<file path="config.mk">
export PLATFORM = sky130hd
export DESIGN_NAME = multi_stop_color_gradient
export DESIGN_NICKNAME = d
export VERILOG_FILES = /design/src/design/mscg_pkg.sv /design/src/design/mscg_ram.sv /design/src/design/mscg_div.sv /design/src/design/multi_stop_color_gradient.sv
export VERILOG_INCLUDE_DIRS = /design/src /design/src/design
export SDC_FILE = /design/constraint.sdc
export NUM_CORES = 2
export LEC_CHECK = 0
export BUFFER_PORTS_ARGS = -buffer_cell sky130_fd_sc_hd__buf_4
export CAP_MARGIN = 20
export CORE_MARGIN = 3
export CORE_UTILIZATION = 60
export CTS_CLUSTER_SIZE = 14
export DETAILED_ROUTE_END_ITERATION = 8
export GPL_ROUTABILITY_DRIVEN = 0
export PLACE_DENSITY_LB_ADDON = 0.12
export SETUP_SLACK_MARGIN = 0.3
export SKIP_CTS_REPAIR_TIMING = 1
export SYNTH_ARGS = -nofsm -noshare
export SYNTH_HDL_FRONTEND = slang
export SYNTH_SLANG_ARGS = --single-unit
</file>
<file path="constraint.sdc">
create_clock -name clk -period 8.6 [get_ports clk]
set_clock_uncertainty 0.05 [all_clocks]
set_input_delay 2.58 -clock clk [delete_from_list [all_inputs] [get_ports clk]]
set_output_delay 2.58 -clock clk [all_outputs]
set_load 0.02 [all_outputs]
</file>
<file path="src/design/multi_stop_color_gradient_defines.svh">
// assertion macros shared by the gradient rtl
// no dependencies; included by the files that carry assertions
`ifndef MULTI_STOP_COLOR_GRADIENT_DEFINES_SVH
`define MULTI_STOP_COLOR_GRADIENT_DEFINES_SVH

`ifndef SYNTHESIS

// same-cycle implication, disabled during reset
`define MSCG_ASSERT(label, ck, rn, ante, cons) \
    label: assert property (@(posedge ck) disable iff (!rn) (ante) |-> (cons)) \
        else $error("gradient assertion failed");

// next-cycle implication, disabled during reset
`define MSCG_ASSERT_NEXT(label, ck, rn, ante, cons) \
    label: assert property (@(posedge ck) disable iff (!rn) (ante) |=> (cons)) \
        else $error("gradient assertion failed");

`else

`define MSCG_ASSERT(label, ck, rn, ante, cons)
`define MSCG_ASSERT_NEXT(label, ck, rn, ante, cons)

`endif

`endif

</file>
<file path="src/design/mscg_pkg.sv">
// types, constants and codes of the multi-stop color gradient
// no dependencies; used by mscg_div and the top level
package mscg_pkg;

    localparam int MAX_PIVOTS  = 16;
    localparam int MAX_ENTRIES = 256;

    localparam int COMP_W    = 16;
    localparam int NUM_COMP  = 3;
    localparam int RGB_W     = COMP_W * NUM_COMP;
    localparam int IDX_W     = 8;
    localparam int SLOT_W    = 4;
    localparam int PCNT_W    = 5;
    localparam int CCNT_W    = 9;
    localparam int CFG_IDX_W = 1;
    localparam int CFG_W     = 9;

    // divider: product of a component delta and an entry position over a span
    localparam int DIV_W      = COMP_W + IDX_W;
    localparam int DEN_W      = CCNT_W;
    localparam int STEP_W     = $clog2(DIV_W + 1);
    localparam int SPAN_STEPS = CCNT_W;
    localparam int SEG_STEPS  = IDX_W;
    localparam int BLEND_STEPS = DIV_W;

    localparam logic CMD_WRITE  = 1'b0;
    localparam logic CMD_LOOKUP = 1'b1;

    localparam logic [CFG_IDX_W-1:0] REG_PIVOT_COUNT = 1'd0;
    localparam logic [CFG_IDX_W-1:0] REG_COLOR_COUNT = 1'd1;

    localparam logic [PCNT_W-1:0] PIVOT_COUNT_RST = 5'd2;
    localparam logic [CCNT_W-1:0] COLOR_COUNT_RST = 9'd256;

    typedef logic [COMP_W-1:0] comp_t;

    // index 2 red, 1 green, 0 blue
    typedef comp_t [NUM_COMP-1:0] rgb_t;

    typedef struct packed {
        logic              command;
        logic [SLOT_W-1:0] pivot_slot;
        logic [IDX_W-1:0]  entry_index;
        logic [COMP_W-1:0] pivot_red;
        logic [COMP_W-1:0] pivot_green;
        logic [COMP_W-1:0] pivot_blue;
    } in_item_t;

    typedef struct packed {
        logic [IDX_W-1:0]  out_index;
        logic [COMP_W-1:0] out_red;
        logic [COMP_W-1:0] out_green;
        logic [COMP_W-1:0] out_blue;
    } out_item_t;

    typedef struct packed {
        logic              start;
        logic [STEP_W-1:0] steps;
        logic [DIV_W-1:0]  dividend;
        logic [DEN_W-1:0]  divisor;
    } div_req_t;

    typedef struct packed {
        logic             done;
        logic [DIV_W-1:0] quotient;
        logic [DEN_W-1:0] remainder;
    } div_res_t;

    typedef enum logic [3:0] {
        ST_IDLE,
        ST_SPAN,
        ST_SEG,
        ST_RDA,
        ST_RDB,
        ST_MUL,
        ST_DIV,
        ST_OUT,
        ST_LAST
    } state_t;

endpackage

</file>
<file path="src/design/mscg_ram.sv">
// generic single-write, single-read memory with registered read data
// no dependencies
module mscg_ram #(
    parameter int WIDTH = 48,
    parameter int DEPTH = 16
) (
    input  logic                     clk,
    input  logic                     we,
    input  logic [$clog2(DEPTH)-1:0] wr_addr,
    input  logic [WIDTH-1:0]         wr_data,
    input  logic                     re,
    input  logic [$clog2(DEPTH)-1:0] rd_addr,
    output logic [WIDTH-1:0]         rd_data
);

    logic [WIDTH-1:0] mem [DEPTH];

    always_ff @(posedge clk)
    begin
        if (we)
        begin
            mem[wr_addr] <= wr_data;
        end
        if (re)
        begin
            rd_data <= mem[rd_addr];
        end
    end

endmodule

</file>
<file path="src/design/mscg_div.sv">
// restoring divider, one quotient bit per cycle, variable step count
// depends on mscg_pkg; the caller aligns the dividend to the top bits
module mscg_div (
    input  logic               clk,
    input  logic               rst_n,
    input  mscg_pkg::div_req_t req,
    output mscg_pkg::div_res_t res
);

    logic [mscg_pkg::DEN_W-1:0]  rem_reg;
    logic [mscg_pkg::DIV_W-1:0]  quo_reg;
    logic [mscg_pkg::DEN_W-1:0]  den_reg;
    logic [mscg_pkg::STEP_W-1:0] cnt_reg;
    logic                        busy_reg;
    logic                        done_reg;

    logic [mscg_pkg::DEN_W:0]   rem_sh;
    logic [mscg_pkg::DEN_W:0]   rem_sub;
    logic                       fits;
    logic [mscg_pkg::DEN_W-1:0] rem_next;
    logic [mscg_pkg::DIV_W-1:0] quo_next;

    always_comb
    begin
        rem_sh   = {rem_reg, quo_reg[mscg_pkg::DIV_W-1]};
        rem_sub  = rem_sh - {1'b0, den_reg};
        fits     = (rem_sh >= {1'b0, den_reg});
        rem_next = fits ? rem_sub[mscg_pkg::DEN_W-1:0] : rem_sh[mscg_pkg::DEN_W-1:0];
        quo_next = {quo_reg[mscg_pkg::DIV_W-2:0], fits};
    end

    always_ff @(posedge clk or negedge rst_n)
    begin
        if (!rst_n)
        begin
            busy_reg <= 1'b0;
            done_reg <= 1'b0;
            cnt_reg  <= '0;
        end
        else if (req.start)
        begin
            busy_reg <= 1'b1;
            done_reg <= 1'b0;
            cnt_reg  <= req.steps;
        end
        else if (busy_reg)
        begin
            cnt_reg  <= cnt_reg - 1'b1;
            busy_reg <= (cnt_reg != mscg_pkg::STEP_W'(1));
            done_reg <= (cnt_reg == mscg_pkg::STEP_W'(1));
        end
        else
        begin
            done_reg <= 1'b0;
        end
    end

    always_ff @(posedge clk)
    begin
        if (req.start)
        begin
            rem_reg <= '0;
            quo_reg <= req.dividend;
            den_reg <= req.divisor;
        end
        else if (busy_reg)
        begin
            rem_reg <= rem_next;
            quo_reg <= quo_next;
        end
    end

    assign res.done      = done_reg;
    assign res.quotient  = quo_reg;
    assign res.remainder = rem_reg;

endmodule

</file>
<file path="src/design/multi_stop_color_gradient.sv">
// multi-stop linear color gradient palette, top level
// depends on mscg_pkg, mscg_ram, mscg_div and multi_stop_color_gradient_defines.svh
//
// usage:
//   in channel (in_valid/in_ready/in_item) carries pivot writes and lookups.
//   a write stores one 48-bit rgb pivot into a 16-entry pivot memory;
//   it produces no output transaction.
//   a lookup returns one out transaction (out_valid/out_ready/out_item) with
//   the interpolated color of the named palette entry.
//   a new transaction is taken in the cycle after the result is loaded.
//   the pace is set by the restoring dividers: lane 0 does the span
//   (9 quotient bits) and then segment and position (8), and the three
//   component blends (24 quotient bits each) run in three divider lanes
//   side by side. lookups that fall on the last pivot skip the blend.
//   configuration (cfg_we/cfg_index/cfg_data) sets pivot_count and
//   color_count; it must be written only while no lookup is in flight;
//   the block itself does not enforce this.
//   reset clears the control state and sets pivot_count to 2 and color_count
//   to 256; pivot memory contents are unknown until written.
//   a stalled receiver holds the result in the output register; the block
//   still takes pivot writes and one more lookup, which then waits in its
//   last state with in_ready low until the register drains.
module multi_stop_color_gradient (
    input  logic                                clk,
    input  logic                                rst_n,
    input  logic                                cfg_we,
    input  logic [mscg_pkg::CFG_IDX_W-1:0]      cfg_index,
    input  logic [mscg_pkg::CFG_W-1:0]          cfg_data,
    input  logic                                in_valid,
    output logic                                in_ready,
    input  mscg_pkg::in_item_t                  in_item,
    output logic                                out_valid,
    input  logic                                out_ready,
    output mscg_pkg::out_item_t                 out_item
);

    `include "multi_stop_color_gradient_defines.svh"

    mscg_pkg::state_t state_reg;
    mscg_pkg::state_t state_next;

    logic [mscg_pkg::PCNT_W-1:0] pivot_count_reg;
    logic [mscg_pkg::CCNT_W-1:0] color_count_reg;

    logic [mscg_pkg::IDX_W-1:0]  k_reg;
    logic [mscg_pkg::SLOT_W-1:0] plast_reg;
    logic [mscg_pkg::DEN_W-1:0]  den_reg;
    logic [mscg_pkg::SLOT_W-1:0] seg_reg;
    logic [mscg_pkg::IDX_W-1:0]  pos_reg;
    mscg_pkg::rgb_t              a_reg;
    mscg_pkg::rgb_t              mag_reg;
    logic [mscg_pkg::NUM_COMP-1:0] neg_reg;

    logic                out_valid_reg;
    mscg_pkg::out_item_t out_item_reg;
    mscg_pkg::out_item_t out_item_next;
    logic                out_load;
    logic                out_free;

    logic in_accept;
    logic lookup_accept;
    logic write_accept;

    logic [mscg_pkg::PCNT_W-1:0] p_sat;
    logic [mscg_pkg::PCNT_W-1:0] p_last;
    logic [mscg_pkg::CCNT_W-1:0] c_sat;
    logic [mscg_pkg::CCNT_W:0]   span_sum;
    logic [mscg_pkg::CCNT_W-1:0] span_num;
    logic                        single;
    logic [mscg_pkg::CCNT_W-1:0] span;
    logic                        span_lt2;
    logic [mscg_pkg::IDX_W-1:0]  seg_q;
    logic                        seg_past;

    logic                        ram_we;
    logic                        ram_re;
    logic [mscg_pkg::SLOT_W-1:0] ram_rd_addr;
    mscg_pkg::rgb_t              ram_wr_data;
    mscg_pkg::rgb_t              ram_rd_data;

    mscg_pkg::div_req_t div_req [mscg_pkg::NUM_COMP];
    mscg_pkg::div_res_t div_res [mscg_pkg::NUM_COMP];

    mscg_pkg::rgb_t blend;

    // ---- configuration registers
    always_ff @(posedge clk or negedge rst_n)
    begin
        if (!rst_n)
        begin
            pivot_count_reg <= mscg_pkg::PIVOT_COUNT_RST;
            color_count_reg <= mscg_pkg::COLOR_COUNT_RST;
        end
        else if (cfg_we)
        begin
            case (cfg_index)
                mscg_pkg::REG_PIVOT_COUNT: pivot_count_reg <= cfg_data[mscg_pkg::PCNT_W-1:0];
                mscg_pkg::REG_COLOR_COUNT: color_count_reg <= cfg_data;
                default: ;
            endcase
        end
    end

    // ---- effective counts and span numerator
    always_comb
    begin
        if (pivot_count_reg == '0)
        begin
            p_sat = mscg_pkg::PCNT_W'(1);
        end
        else if (pivot_count_reg > mscg_pkg::PCNT_W'(mscg_pkg::MAX_PIVOTS))
        begin
            p_sat = mscg_pkg::PCNT_W'(mscg_pkg::MAX_PIVOTS);
        end
        else
        begin
            p_sat = pivot_count_reg;
        end
        if (color_count_reg > mscg_pkg::CCNT_W'(mscg_pkg::MAX_ENTRIES))
        begin
            c_sat = mscg_pkg::CCNT_W'(mscg_pkg::MAX_ENTRIES);
        end
        else
        begin
            c_sat = color_count_reg;
        end
        p_last   = p_sat - 1'b1;
        single   = (p_sat == mscg_pkg::PCNT_W'(1));
        span_sum = {1'b0, c_sat} + {{(mscg_pkg::CCNT_W + 1 - mscg_pkg::PCNT_W){1'b0}}, p_last}
                   - (mscg_pkg::CCNT_W + 1)'(1);
        span_num = span_sum[mscg_pkg::CCNT_W-1:0];
        span     = div_res[0].quotient[mscg_pkg::CCNT_W-1:0];
        span_lt2 = (span < mscg_pkg::CCNT_W'(2));
        seg_q    = div_res[0].quotient[mscg_pkg::IDX_W-1:0];
        seg_past = (seg_q >= mscg_pkg::IDX_W'(plast_reg));
    end

    // ---- handshake
    assign in_ready      = (state_reg == mscg_pkg::ST_IDLE);
    assign in_accept     = in_valid && in_ready;
    assign lookup_accept = in_accept && (in_item.command == mscg_pkg::CMD_LOOKUP);
    assign write_accept  = in_accept && (in_item.command == mscg_pkg::CMD_WRITE);
    assign out_free      = !out_valid_reg || out_ready;

    // ---- next state
    always_comb
    begin
        state_next = state_reg;
        case (state_reg)
            mscg_pkg::ST_IDLE:
            begin
                if (lookup_accept)
                begin
                    state_next = single ? mscg_pkg::ST_LAST : mscg_pkg::ST_SPAN;
                end
            end
            mscg_pkg::ST_SPAN:
            begin
                if (div_res[0].done)
                begin
                    state_next = span_lt2 ? mscg_pkg::ST_LAST : mscg_pkg::ST_SEG;
                end
            end
            mscg_pkg::ST_SEG:
            begin
                if (div_res[0].done)
                begin
                    state_next = seg_past ? mscg_pkg::ST_LAST : mscg_pkg::ST_RDA;
                end
            end
            mscg_pkg::ST_RDA: state_next = mscg_pkg::ST_RDB;
            mscg_pkg::ST_RDB: state_next = mscg_pkg::ST_MUL;
            mscg_pkg::ST_MUL: state_next = mscg_pkg::ST_DIV;
            mscg_pkg::ST_DIV:
            begin
                if (div_res[0].done)
                begin
                    state_next = mscg_pkg::ST_OUT;
                end
            end
            mscg_pkg::ST_OUT,
            mscg_pkg::ST_LAST:
            begin
                if (out_free)
                begin
                    state_next = mscg_pkg::ST_IDLE;
                end
            end
            default: state_next = mscg_pkg::ST_IDLE;
        endcase
    end

    // ---- blend: from + or - the truncated quotient
    always_comb
    begin
        for (int i = 0; i < mscg_pkg::NUM_COMP; i++)
        begin
            if (neg_reg[i])
            begin
                blend[i] = a_reg[i] - div_res[i].quotient[mscg_pkg::COMP_W-1:0];
            end
            else
            begin
                blend[i] = a_reg[i] + div_res[i].quotient[mscg_pkg::COMP_W-1:0];
            end
        end
    end

    // ---- outputs of the sequencer
    always_comb
    begin
        ram_we      = write_accept;
        ram_wr_data = {in_item.pivot_red, in_item.pivot_green, in_item.pivot_blue};
        ram_re      = 1'b0;
        ram_rd_addr = plast_reg;
        out_load    = 1'b0;
        out_item_next.out_index = k_reg;
        out_item_next.out_red   = ram_rd_data[2];
        out_item_next.out_green = ram_rd_data[1];
        out_item_next.out_blue  = ram_rd_data[0];
        for (int i = 0; i < mscg_pkg::NUM_COMP; i++)
        begin
            div_req[i].start    = 1'b0;
            div_req[i].steps    = mscg_pkg::STEP_W'(mscg_pkg::BLEND_STEPS);
            div_req[i].dividend = mscg_pkg::DIV_W'(mag_reg[i]) * mscg_pkg::DIV_W'(pos_reg);
            div_req[i].divisor  = den_reg;
        end
        case (state_reg)
            mscg_pkg::ST_IDLE:
            begin
                if (lookup_accept && single)
                begin
                    ram_re      = 1'b1;
                    ram_rd_addr = '0;
                end
                div_req[0].start    = lookup_accept && !single;
                div_req[0].steps    = mscg_pkg::STEP_W'(mscg_pkg::SPAN_STEPS);
                div_req[0].dividend = {span_num,
                                       {(mscg_pkg::DIV_W - mscg_pkg::CCNT_W){1'b0}}};
                div_req[0].divisor  = mscg_pkg::DEN_W'(p_last);
            end
            mscg_pkg::ST_SPAN:
            begin
                ram_re              = div_res[0].done && span_lt2;
                div_req[0].start    = div_res[0].done && !span_lt2;
                div_req[0].steps    = mscg_pkg::STEP_W'(mscg_pkg::SEG_STEPS);
                div_req[0].dividend = {k_reg, {(mscg_pkg::DIV_W - mscg_pkg::IDX_W){1'b0}}};
                div_req[0].divisor  = span - 1'b1;
            end
            mscg_pkg::ST_SEG:
            begin
                ram_re = div_res[0].done;
                if (!seg_past)
                begin
                    ram_rd_addr = seg_q[mscg_pkg::SLOT_W-1:0];
                end
            end
            mscg_pkg::ST_RDA:
            begin
                ram_re      = 1'b1;
                ram_rd_addr = seg_reg + 1'b1;
            end
            mscg_pkg::ST_MUL:
            begin
                for (int i = 0; i < mscg_pkg::NUM_COMP; i++)
                begin
                    div_req[i].start = 1'b1;
                end
            end
            mscg_pkg::ST_OUT:
            begin
                out_load                = out_free;
                out_item_next.out_red   = blend[2];
                out_item_next.out_green = blend[1];
                out_item_next.out_blue  = blend[0];
            end
            mscg_pkg::ST_LAST:
            begin
                out_load = out_free;
            end
            default: ;
        endcase
    end

    // ---- control registers
    always_ff @(posedge clk or negedge rst_n)
    begin
        if (!rst_n)
        begin
            state_reg     <= mscg_pkg::ST_IDLE;
            out_valid_reg <= 1'b0;
        end
        else
        begin
            state_reg <= state_next;
            if (out_load)
            begin
                out_valid_reg <= 1'b1;
            end
            else if (out_ready)
            begin
                out_valid_reg <= 1'b0;
            end
        end
    end

    // ---- datapath registers
    always_ff @(posedge clk)
    begin
        if (lookup_accept)
        begin
            k_reg     <= in_item.entry_index;
            plast_reg <= p_last[mscg_pkg::SLOT_W-1:0];
        end
        if ((state_reg == mscg_pkg::ST_SPAN) && div_res[0].done)
        begin
            den_reg <= span - 1'b1;
        end
        if (state_reg == mscg_pkg::ST_SEG)
        begin
            seg_reg <= seg_q[mscg_pkg::SLOT_W-1:0];
            pos_reg <= div_res[0].remainder[mscg_pkg::IDX_W-1:0];
        end
        if (state_reg == mscg_pkg::ST_RDA)
        begin
            a_reg <= ram_rd_data;
        end
        if (state_reg == mscg_pkg::ST_RDB)
        begin
            for (int i = 0; i < mscg_pkg::NUM_COMP; i++)
            begin
                neg_reg[i] <= (ram_rd_data[i] < a_reg[i]);
                mag_reg[i] <= (ram_rd_data[i] < a_reg[i]) ? a_reg[i] - ram_rd_data[i]
                                                           : ram_rd_data[i] - a_reg[i];
            end
        end
        if (out_load)
        begin
            out_item_reg <= out_item_next;
        end
    end

    assign out_valid = out_valid_reg;
    assign out_item  = out_item_reg;

    // ---- pivot memory
    mscg_ram #(
        .WIDTH (mscg_pkg::RGB_W),
        .DEPTH (mscg_pkg::MAX_PIVOTS)
    ) u_pivot_ram (
        .clk     (clk),
        .we      (ram_we),
        .wr_addr (in_item.pivot_slot),
        .wr_data (ram_wr_data),
        .re      (ram_re),
        .rd_addr (ram_rd_addr),
        .rd_data (ram_rd_data)
    );

    // ---- divider lanes, lane 0 also does span and segment
    for (genvar g = 0; g < mscg_pkg::NUM_COMP; g++)
    begin : g_div
        mscg_div u_div (
            .clk   (clk),
            .rst_n (rst_n),
            .req   (div_req[g]),
            .res   (div_res[g])
        );
    end

    // ---- assertions
    `MSCG_ASSERT(a_done_in_wait, clk, rst_n, div_res[0].done, (state_reg == mscg_pkg::ST_SPAN) || (state_reg == mscg_pkg::ST_SEG) || (state_reg == mscg_pkg::ST_DIV))
    `MSCG_ASSERT(a_lanes_lockstep, clk, rst_n, (state_reg == mscg_pkg::ST_DIV) && div_res[0].done, div_res[1].done && div_res[2].done)
    `MSCG_ASSERT_NEXT(a_busy_after_lookup, clk, rst_n, lookup_accept, !in_ready)
    `MSCG_ASSERT(a_seg_in_range, clk, rst_n, state_reg == mscg_pkg::ST_RDA, seg_reg < plast_reg)

endmodule
</file>
==> results.tsv <==
metric	value	unit
Most used DFF post-synth	edfxtp_1	
Final ANT Viol Nets	0	
Final period util	0.722	
post-synth top area share	0.497	
Buf/Inv on CP	4	
routed wl met3	13000	um
FMAX	0.161	GHz
fraction of the yosys area taken by sequential cells	0.520	
met2 WL	80900	um
Post-synth top cells	1,094 x edfxtp_1, 498 x nand2_1, 480 x inv_1	
Slew Limit Fails	0	
Final #Nets	6337	
Post-synth EDFFs	1094	
vias in the first global route	44112	
number of flip-flops in the largest register	768	
initial cell density of the core	0.606	
Non-Filler Instances	7189	
post-synthesis register bit count	1159	
H-tree levels	3	
die area	114000	um2
Ys Warns	0	
Worst Hold Class	reg -> reg	
ranking of synthesized cells by area	edfxtp_1 50%, fa_1 8.0%, ha_1 6.2%	
share of post-route cells with drive strength above 1	0.0780	
placed cell count	6958	
cell count after synthesis	5667	
worst skew pair latency	0.74	ns
via count	44633	
Rows	121	
measured slew at the worst slew-check pin	1.12	ns
global-route wire length before repair	259000	um
family with the most delay on the worst path	adder cells	
area of the core	109000	um2
RSZ-0062 raised after global routing	false	
total CTS buffers	120	
total track usage	0.297	
Worst-path clk slew	0.06	ns
Max Used Layer	met5	
Syn Area/Cell	11.7	um2
CP Capture Type	register	
mapped cell area	66000	um2
Yosys top cell by area	edfxtp_1	
WL/cell	23.5	um
routed wire length	169000	um
setup TNS	0	ns
dpl hpwl	105000	um
Async SR Flop Fraction	0.0328	
startpoint class of the critical path	register	
CTS sink count	1159	
Detailed Route Iter0 Violations	4355	
worst path cell trace	buf_4 -> nand2_1 -> fa_1 -> fa_1 -> inv_1 -> fa_1 -> inv_1 -> fa_1 -> inv_1 -> ha_1 -> a21oi_1 -> a21oi_1 -> a311oi_1 -> o21ai_0 -> or4_1 -> a31oi_1	
CP peak stage delay	0.88	ns
status	complete, no violations	
# DRC	0	
met1 WL	69800	um
DR vias/cell	6.21	
CTS tree	done	
IO buf count	133	
grt ovf	0	
Final Hold Vio Count	0	
Setup Viol. Count Final	0	
min Tclk post-route	6.21	ns
Worst Path Class, Setup	reg -> reg	
initial antenna violation count	7	
I/O Pins	134	
crit path max-delay cell type	edfxtp_1	
Worst slew margin	0.254	
drt first pass iters	5	
total of max-cap violations	0	
CP max FO	28	
clk buf depth	3	
width of the die	338	um
largest net degree at the start of global routing	223	
Die Height	338	um
Post-Syn Nets	6333	
CTS root buf	clkbuf_16	
Required @ worst endpoint	9.10	ns
area grow syn2layout	9.21	%
most frequent cell after synthesis	edfxtp_1	
Critical Path AT	6.71	ns
Netlist cell types	92	
CP most frequent cell	fa_1	
worst paths after layout:
check                                      from                                    end  slack, ns  depth (start not counted)
max                        pos_reg[2]$_DFFE_PP_   g_div[0].u_div.quo_reg[23]$_DFFE_PP_       2.39                         16
min                        den_reg[7]$_DFFE_PP_    g_div[2].u_div.den_reg[7]$_DFFE_PP_       0.43                          0
max reg2reg                pos_reg[2]$_DFFE_PP_   g_div[0].u_div.quo_reg[23]$_DFFE_PP_       2.39                         16
min reg2reg                den_reg[7]$_DFFE_PP_    g_div[2].u_div.den_reg[7]$_DFFE_PP_       0.43                          0
max in group asynchronous                 rst_n  g_div[2].u_div.cnt_reg[0]$_DFFE_PN0P_       6.34                          1
min in group asynchronous                 rst_n               state_reg[1]$_DFFE_PN0P_       1.79                          1
cells in the final DEF (no fill, tap or decap), drive strengths merged, types with 38 or more instances in the layout:
cell type and count:
o21ai 348, and3 305, xnor2 133, fa 265
inv 487, a32oi 48, nor3 51, buf 193
nor2 204, clkbuf 147, ha 325, xor2 73
nand2b 39, mux2i 39, nand3 38, a21oi 235
clkinv 58, a21o 74, o2111a 50, and2 290
edfxtp 1094, nand2 499, a211oi 325
worst reg2reg max path, delay by kind of cell, from the launching register on:
| kind | cells | cell delay [ns] |
|---|---|---|
| fa+ha+maj | 5 | 2.35 |
| simple gates | 2 | 0.68 |
| compound gates | 5 | 1.49 |
| flops | 1 | 0.88 |
| buf+inv | 4 | 0.58 |
cells by family (layout without fill, tap and decap cells):
logic type                 Yosys count  in the layout  share of synthesized area
other                                0              4                          0
AOI/OAI and AO/OA                 1296           1296                      0.131
xor gates and xnor gates           206            206                     0.0273
buffers and inverters              795            899                     0.0480
muxes                               68             68                     0.0109
DFF                               1159           1159                      0.520
and+or+nand+nor                   1553           1553                      0.120
adders and majority gates          590            590                      0.142
per-layer routing:
layer,track usage,vias up
met1,0.409,22178
met2,0.492,1690
met5,0,-
li1,-,20462
met4,0.0927,2
met3,0.0446,301
metrics by stage:
stage                     utilization  hold slack [ns]  setup WS, ns  instance area, um2
final                           0.662            0.426          2.39               72100
after global placement          0.625            0.407          2.16               68100
after floorplan                     -            0.375          1.55               66000
after detailed placement        0.625            0.409          2.02               68100
after CTS                       0.661            0.424          2.05               72000
after global routing            0.662            0.431          2.02               72100
area by class of cell:
class / instances / area, um2
well taps: 1414 / 1770
diodes: 4 / 10.0
fillers: 8254 / 36900
flip-flops and latches: 1159 / 34300
repair buffers: 194 / 1570
multi-input cells: 3713 / 28700
clock inverters: 75 / 744
inverters: 483 / 1810
clock buffers: 147 / 3140
Power is not shown: default switching activity piles up to over one toggle a cycle in this logic, so the estimate is an artifact.
